===== src/sv/line_offset_nearest_point_defines.svh =====
// assertion macros shared by the line offset nearest point rtl
`ifndef LINE_OFFSET_NEAREST_POINT_DEFINES_SVH
`define LINE_OFFSET_NEAREST_POINT_DEFINES_SVH

// clocked assertion, quiet while reset is held
`define LONP_ASSERT(lbl, prop, msg) \
  lbl: assert property (@(posedge clk) disable iff (!rst_n) prop) else $error(msg);

// implication checked on the next clock
`define LONP_ASSERT_NEXT(lbl, ante, cons, msg) \
  lbl: assert property (@(posedge clk) disable iff (!rst_n) (ante) |=> (cons)) else $error(msg);

`endif


===== src/sv/lonp_pkg.sv =====
// shared types, widths and codes of the line offset nearest point block
package lonp_pkg;

  localparam int MAX_POINTS = 1024;
  localparam int COORD_W    = 24;
  localparam int IDX_W      = 10;
  localparam int CNT_W      = 11;
  localparam int OFF_W      = 23;
  localparam int DIFF_W     = 27;
  localparam int PROD_W     = 2 * DIFF_W;
  localparam int ACC_W      = PROD_W + 2;
  localparam int SQV_W      = 52;
  localparam int ROOT_W     = SQV_W / 2;
  localparam int SQREM_W    = ROOT_W + 2;
  localparam int LEN_W      = 26;
  localparam int DVD_W      = 49;
  localparam int QUO_W      = 25;
  localparam int TGT_W      = 26;
  localparam int BIT_W      = 6;
  localparam int AX_W       = 2;

  localparam logic [OFF_W-1:0] OFF_RESET = OFF_W'(9175);

  localparam logic [1:0] STAT_OK    = 2'd0;
  localparam logic [1:0] STAT_RANGE = 2'd1;
  localparam logic [1:0] STAT_ZERO  = 2'd2;

  localparam logic [1:0] REG_START = 2'd0;
  localparam logic [1:0] REG_END   = 2'd1;
  localparam logic [1:0] REG_OFF   = 2'd2;

  typedef enum logic [1:0] {
    RD_START = 2'd0,
    RD_END   = 2'd1,
    RD_IDX   = 2'd2
  } rd_sel_t;

  typedef struct packed {
    logic signed [COORD_W-1:0] coord_x;
    logic signed [COORD_W-1:0] coord_y;
    logic signed [COORD_W-1:0] coord_z;
    logic                      last_point;
  } in_item_t;

  typedef struct packed {
    logic [IDX_W-1:0] nearest_index;
    logic             nearest_found;
    logic [IDX_W-1:0] half_nearest_index;
    logic             half_found;
    logic [1:0]       status;
  } out_item_t;

  typedef struct packed {
    logic             chk;
    logic             lat_s;
    logic             lat_e;
    logic             sq_mul;
    logic             sq_acc;
    logic             sqrt_ld;
    logic             sqrt_step;
    logic             sqrt_rnd;
    logic             sc_mul;
    logic             sc_ld;
    logic             div_step;
    logic             sc_tgt;
    logic             th_mul;
    logic             th_ld;
    logic             pt_ld;
    logic             pt_cmp;
    logic             emit;
    logic             rd_en;
    rd_sel_t          rd_sel;
    logic [AX_W-1:0]  axis;
    logic [IDX_W-1:0] idx;
  } cmd_t;

  typedef struct packed {
    logic range_bad;
    logic d_zero;
    logic idx_last;
  } sts_t;

endpackage


===== src/sv/lonp_ctrl.sv =====
// controller: sequences the line setup and the sweep over the stored cloud
`include "line_offset_nearest_point_defines.svh"

module lonp_ctrl import lonp_pkg::*; (
  input  logic clk,
  input  logic rst_n,
  input  logic in_accept,
  input  logic in_last,
  input  sts_t sts,
  output cmd_t cmd,
  output logic busy
);

  typedef enum logic [17:0] {
    S_IDLE  = 18'b000000000000000001,
    S_CHK   = 18'b000000000000000010,
    S_RDS   = 18'b000000000000000100,
    S_RDE   = 18'b000000000000001000,
    S_SQM   = 18'b000000000000010000,
    S_SQA   = 18'b000000000000100000,
    S_SQL   = 18'b000000000001000000,
    S_SQRT  = 18'b000000000010000000,
    S_SQRND = 18'b000000000100000000,
    S_SCM   = 18'b000000001000000000,
    S_SCL   = 18'b000000010000000000,
    S_DIV   = 18'b000000100000000000,
    S_SCT   = 18'b000001000000000000,
    S_THM   = 18'b000010000000000000,
    S_THL   = 18'b000100000000000000,
    S_SRD   = 18'b001000000000000000,
    S_SLD   = 18'b010000000000000000,
    S_SCMP  = 18'b100000000000000000
  } state_t;

  state_t           state_r, state_nxt;
  logic [AX_W-1:0]  axis_r, axis_nxt;
  logic [IDX_W-1:0] idx_r, idx_nxt;
  logic [BIT_W-1:0] bit_cnt_r, bit_cnt_nxt;
  logic             ctx_r, ctx_nxt;
  logic             done_r, done_nxt;

  always_ff @(posedge clk) begin
    if (!rst_n) begin
      state_r   <= S_IDLE;
      axis_r    <= '0;
      idx_r     <= '0;
      bit_cnt_r <= '0;
      ctx_r     <= 1'b0;
      done_r    <= 1'b0;
    end else begin
      state_r   <= state_nxt;
      axis_r    <= axis_nxt;
      idx_r     <= idx_nxt;
      bit_cnt_r <= bit_cnt_nxt;
      ctx_r     <= ctx_nxt;
      done_r    <= done_nxt;
    end
  end

  always_comb begin
    state_nxt   = state_r;
    axis_nxt    = axis_r;
    idx_nxt     = idx_r;
    bit_cnt_nxt = bit_cnt_r;
    ctx_nxt     = ctx_r;
    done_nxt    = 1'b0;
    cmd         = '0;
    cmd.rd_sel  = RD_IDX;
    cmd.axis    = axis_r;
    cmd.idx     = idx_r;
    cmd.emit    = done_r;
    unique case (state_r)
      S_IDLE: begin
        if (in_accept && in_last) begin
          state_nxt = S_CHK;
        end
      end
      S_CHK: begin
        cmd.chk    = 1'b1;
        cmd.rd_en  = 1'b1;
        cmd.rd_sel = RD_START;
        if (sts.range_bad) begin
          done_nxt  = 1'b1;
          state_nxt = S_IDLE;
        end else begin
          state_nxt = S_RDS;
        end
      end
      S_RDS: begin
        cmd.lat_s  = 1'b1;
        cmd.rd_en  = 1'b1;
        cmd.rd_sel = RD_END;
        state_nxt  = S_RDE;
      end
      S_RDE: begin
        cmd.lat_e = 1'b1;
        axis_nxt  = '0;
        ctx_nxt   = 1'b0;
        if (sts.d_zero) begin
          done_nxt  = 1'b1;
          state_nxt = S_IDLE;
        end else begin
          state_nxt = S_SQM;
        end
      end
      S_SQM: begin
        cmd.sq_mul = 1'b1;
        state_nxt  = S_SQA;
      end
      S_SQA: begin
        cmd.sq_acc = 1'b1;
        if (axis_r == AX_W'(2)) begin
          axis_nxt  = '0;
          state_nxt = ctx_r ? S_SCMP : S_SQL;
        end else begin
          axis_nxt  = axis_r + AX_W'(1);
          state_nxt = S_SQM;
        end
      end
      S_SQL: begin
        cmd.sqrt_ld = 1'b1;
        bit_cnt_nxt = BIT_W'(ROOT_W - 1);
        state_nxt   = S_SQRT;
      end
      S_SQRT: begin
        cmd.sqrt_step = 1'b1;
        if (bit_cnt_r == '0) begin
          state_nxt = S_SQRND;
        end else begin
          bit_cnt_nxt = bit_cnt_r - BIT_W'(1);
        end
      end
      S_SQRND: begin
        cmd.sqrt_rnd = 1'b1;
        axis_nxt     = '0;
        state_nxt    = S_SCM;
      end
      S_SCM: begin
        cmd.sc_mul = 1'b1;
        state_nxt  = S_SCL;
      end
      S_SCL: begin
        cmd.sc_ld   = 1'b1;
        bit_cnt_nxt = BIT_W'(DVD_W - 1);
        state_nxt   = S_DIV;
      end
      S_DIV: begin
        cmd.div_step = 1'b1;
        if (bit_cnt_r == '0) begin
          state_nxt = S_SCT;
        end else begin
          bit_cnt_nxt = bit_cnt_r - BIT_W'(1);
        end
      end
      S_SCT: begin
        cmd.sc_tgt = 1'b1;
        if (axis_r == AX_W'(2)) begin
          axis_nxt  = '0;
          state_nxt = S_THM;
        end else begin
          axis_nxt  = axis_r + AX_W'(1);
          state_nxt = S_SCM;
        end
      end
      S_THM: begin
        cmd.th_mul = 1'b1;
        state_nxt  = S_THL;
      end
      S_THL: begin
        cmd.th_ld = 1'b1;
        idx_nxt   = '0;
        state_nxt = S_SRD;
      end
      S_SRD: begin
        cmd.rd_en = 1'b1;
        state_nxt = S_SLD;
      end
      S_SLD: begin
        cmd.pt_ld = 1'b1;
        axis_nxt  = '0;
        ctx_nxt   = 1'b1;
        state_nxt = S_SQM;
      end
      S_SCMP: begin
        cmd.pt_cmp = 1'b1;
        if (sts.idx_last) begin
          done_nxt  = 1'b1;
          state_nxt = S_IDLE;
        end else begin
          idx_nxt   = idx_r + IDX_W'(1);
          state_nxt = S_SRD;
        end
      end
      default: begin
        state_nxt = S_IDLE;
      end
    endcase
  end

  assign busy = (state_r != S_IDLE);

  `LONP_ASSERT_NEXT(a_last_starts_check, in_accept && in_last, state_r == S_CHK, "last point did not start the search")
  `LONP_ASSERT_NEXT(a_done_one_cycle, done_r, !done_r, "result strobe held for more than one cycle")
  `LONP_ASSERT_NEXT(a_div_count, state_r == S_DIV && bit_cnt_r != '0, state_r == S_DIV && bit_cnt_r == $past(bit_cnt_r) - BIT_W'(1), "divider left early or skipped a bit")
  `LONP_ASSERT(a_no_accept_busy, busy |-> !in_accept, "item transferred while busy")

endmodule

===== config.mk =====
export PLATFORM = sky130hd
export DESIGN_NAME = lonp_ctrl
export DESIGN_NICKNAME = d
export VERILOG_FILES = /design/src/sv/lonp_pkg.sv /design/src/sv/lonp_ctrl.sv
export VERILOG_INCLUDE_DIRS = /design/src /design/src/sv
export SDC_FILE = /design/constraint.sdc
export NUM_CORES = 1
export LEC_CHECK = 0
export ABC_AREA = 1
export BUFFER_PORTS_ARGS = -buffer_cell sky130_fd_sc_hd__buf_2
export CELL_PAD_IN_SITES_DETAIL_PLACEMENT = 0
export CELL_PAD_IN_SITES_GLOBAL_PLACEMENT = 2
export CORE_MARGIN = 1.5
export CORE_UTILIZATION = 33
export DETAILED_ROUTE_END_ITERATION = 8
export PLACE_DENSITY = 0.95
export SLEW_MARGIN = 30
export SYNTH_ARGS = -nofsm -noshare
export SYNTH_HDL_FRONTEND = slang
export SYNTH_SLANG_ARGS = --single-unit
export TNS_END_PERCENT = 1

===== constraint.sdc =====
create_clock -name clk -period 3.3 [get_ports clk]
set_input_delay 0 -clock clk [delete_from_list [all_inputs] [get_ports clk]]
set_output_delay 0 -clock clk [all_outputs]
set_load 0.005 [all_outputs]

==> results.env <==
OUTCOME='finished, final reports clean'
ANTENNA_CELLS=0
CTS_ROOT_BUFFER='clkbuf_8'
IO_BUFFERS=39
PRECTSSETUPSLACK_PS=1230
CELLLEAKAGEPOWER_nW=1.51
FINAL_MAX_SLEW_VIOL_COUNT=0
TOTALNEGATIVESETUPSLACK_PS=0
DRV_CAP=0
CTS_SETUP_BUFFERS=0
TIMING.FMAX_MHz=482
FINAL_WORST_PATH_CYCLE_SHARE_PCT=62.9
DR_TOTAL_VIAS=2364
IOS=40
WORST-SLEW-PIN-TRANSITION_PS=504
CLOCK_TREE.HTREE_LEVEL_COUNT=2
SYN_AVG_CELL_AREA_UM2=6.61
GRT_MAX_DEGREE=22
SYNTH_SEQ_AREA_SHARE_PCT=30.9
YOSYSUNIQUECELLTYPES=37
FINALCOREUTILIZATION_PCT=39.5
PLACEABLECOREAREA_UM2=7250
DRIVE_ABOVE_1_SHARE_PCT=19.4
GRT_SETUP_UNREPAIRED='no'
INITIAL_UTILIZATION_PCT=34.0
GRT_ANTENNA_BEFORE_REPAIR=0
DETAILEDROUTE.FIRSTPASSITERATIONCOUNT=5
POWER.DENSITY_CELL_AREA_nW_PER_UM2=547
SLEW_HEADROOM_PCT=66.2
FP.DIEH_UM=89.4
FINALWIRELENGTH_MM=6.30
ROUTE.DETAILED.DRC=0
DETAILEDPLACEMENTHPWL_MM=4.94
YS_FF_LATCH=38
DIE_AREA_UM2=8000
SETUP_VIOLATIONS_FINAL=0
TIMING.HOLD.WORST.CLASS='primary input to register'
INITIAL_DRC_COUNT=69
MOST_AREA_HUNGRY_CELL_TYPE_IN_THE_YOSYS_NETLIST='dfxtp_1'
CTS.CLK_SLEW.WORST_PATHS_PS=80
YOSYS.AREA.TOP_TYPE_SHARE_PCT=30.9
GRT_PASS1_WL_MM=10.5
FIN_CLK_SKEW_PS=6.91
YS_WARN_COUNT=0
GLOBALROUTETOTALUTIL_PCT=17.4
AVGROUTEDWIREPERCELL_UM=12.3
YS_TOP_CELLS_BY_AREA='dfxtp_1 (31%), inv_1 (11%), nand2_1 (9.6%)'
SYNTH.CELL_AREA_UM2=2460
VIA_PER_INST=4.63
WORST_EP_REQUIRED_TIME_PS=3480
SYNTHTOLAYOUTAREAGROWTH_PCT=16.1
CLKSINKCOUNT=38
CP.ARRIVAL_PS=2250
NUMBER_OF_CLOCK_BUFFERS_INSERTED_BY_TRITONCTS=5
DRT.ANTENNA.VIOLATING_NETS=0
POSTSYNTHCELLCOUNT=373
CTS_TREE='yes'
VIAS_IN_THE_FIRST_GLOBAL_ROUTE=2233
DIE_X_UM=89.4
PLACE_CONGESTION=0.809
OVERFLOW=0
FILL_CELLS=807
LAYOUT.NETS=421
FINAL-HOLD-VIOLATION-COUNT=0
MAPPEDNETLISTNETS=383
CTS.PATH.MAX_BUFFERS=2
CP-START-KIND='register'
SETUP_WS_PS=1220
TIMING.SETUP.CRITICAL_PATH_CLASS='register to register'
FINAL.MIN_CLOCK_PERIOD_PS=2080
WORSTSKEWPAIRLATENCY_PS=290
ROWS=31
CRITICAL_PATH_PEAK_FANOUT=12
VDD_DROP_MAX_mV=0.287
CRITPATHCAPTURETYPE='register'
==> registers in the layout, summed over array words and instances (netlist names) <==
name and cells:
state_r 18, bit_cnt_r 6, ctx_r 1, done_r 1
axis_r 2, idx_r 10
==> stage by stage <==
step                power, mW  area, um2  instances  hold WS (ps)
floorplan               0.998       2460        373           135
global placement         1.09       2710        501           282
detailed placement       1.09       2710        501           278
CTS                      1.58       2860        511          53.9
global route             1.67       2860        511           108
finish                   1.57       2860        511          55.7
==> metal layers <==
metal / wire (um) / GRT usage [%] / vias up
met5: 0 / 0 / -
met4: 112 / 5.17 / 0
met3: 269 / 3.32 / 10
met2: 2870 / 28.8 / 54
met1: 3050 / 22.8 / 1056
li1: - / - / 1244
==> cell families (layout without fill, tap and decap cells) <==
logic type | count (synthesis) | after routing | share of synthesized area, %
XOR/XNOR | 6 | 6 | 2.13
AND/OR/NAND/NOR | 199 | 199 | 41.5
adder cells (fa/ha/maj) | 3 | 3 | 1.52
buffers and inverters | 86 | 125 | 14.8
AO/OA/AOI/OAI | 41 | 41 | 9.19
flip-flops | 38 | 38 | 30.9
==> cells in the mapped netlist, drive strengths merged <==
library cell and n:
a21oi 21, a21boi 1, xnor2 1, ha 3, buf 8, nand3 43
inv 75, o21ai 13, o211ai 1, nor3 10, nand2 71, clkinv 1
o31ai 2, dfxtp 38, xor2 5, nor2 62, and3 1, a31oi 1
or2 1, a211oi 1, nand4 11, clkbuf 2, o221ai 1
==> worst max-delay path, stage by stage, from the launching register on <==
cell and delay (ps):
dfxtp_1 360, nor2_4 170, nand2_4 100, nor2_4 310
nand4_4 200, o21ai_2 390, inv_1 230, nand2_1 120
a21oi_1 60
==> cell usage in the layout, fill, tap and decap left out, types with 2 or more instances in the layout <==
cell type      instances
nor2_1                51
nor3_1                10
o21ai_0               10
nand3_1               37
o31ai_1                2
ha_1                   3
a21oi_1               21
nand2_4                5
dlygate4sd3_1          2
xor2_1                 5
nand4_1                8
inv_1                 71
o21ai_1                2
dfxtp_1               38
nand4_4                2
inv_2                  4
nand3_2                6
nand2_2                3
clkbuf_8               5
nor2_2                 5
buf_2                 39
nor2_4                 5
bufinv_16              2
nand2_1               63
==> report_power, final <==
group	leakage, nW	internal, mW	switching, mW
registers	0.307	0.489	0.0327
logic	1.14	0.170	0.386
clock network	0.0683	0.303	0.185
total	1.51	0.963	0.604
==> worst paths after layout <==
path	endpoint	cells past startpoint	slack, ps	startpoint
worst max-delay path	idx_r[8]	8	1220	state_r[0]
worst max register to register	idx_r[8]	8	1220	state_r[0]
worst min-delay path	state_r[1]	3	60	in_accept
worst min register to register	ctx_r	2	490	ctx_r
==> final cells by class <==
type	instances	area, um2	area share, %
tap	99	124	4.33
clock buffer	5	68.8	2.40
clock inverter	3	68.8	2.40
timing repair buffer	41	215	7.52
sequential	38	761	26.6
multi-input combinational	249	1340	46.8
inverter	76	285	9.97
==> what timing repair did <==
item,in CTS,in global routing
resized for setup,0,0
hold endpoints to repair,2,0
setup endpoints to repair,0,0
hold buffers,2,0
Power figures use the tool's default switching activity.
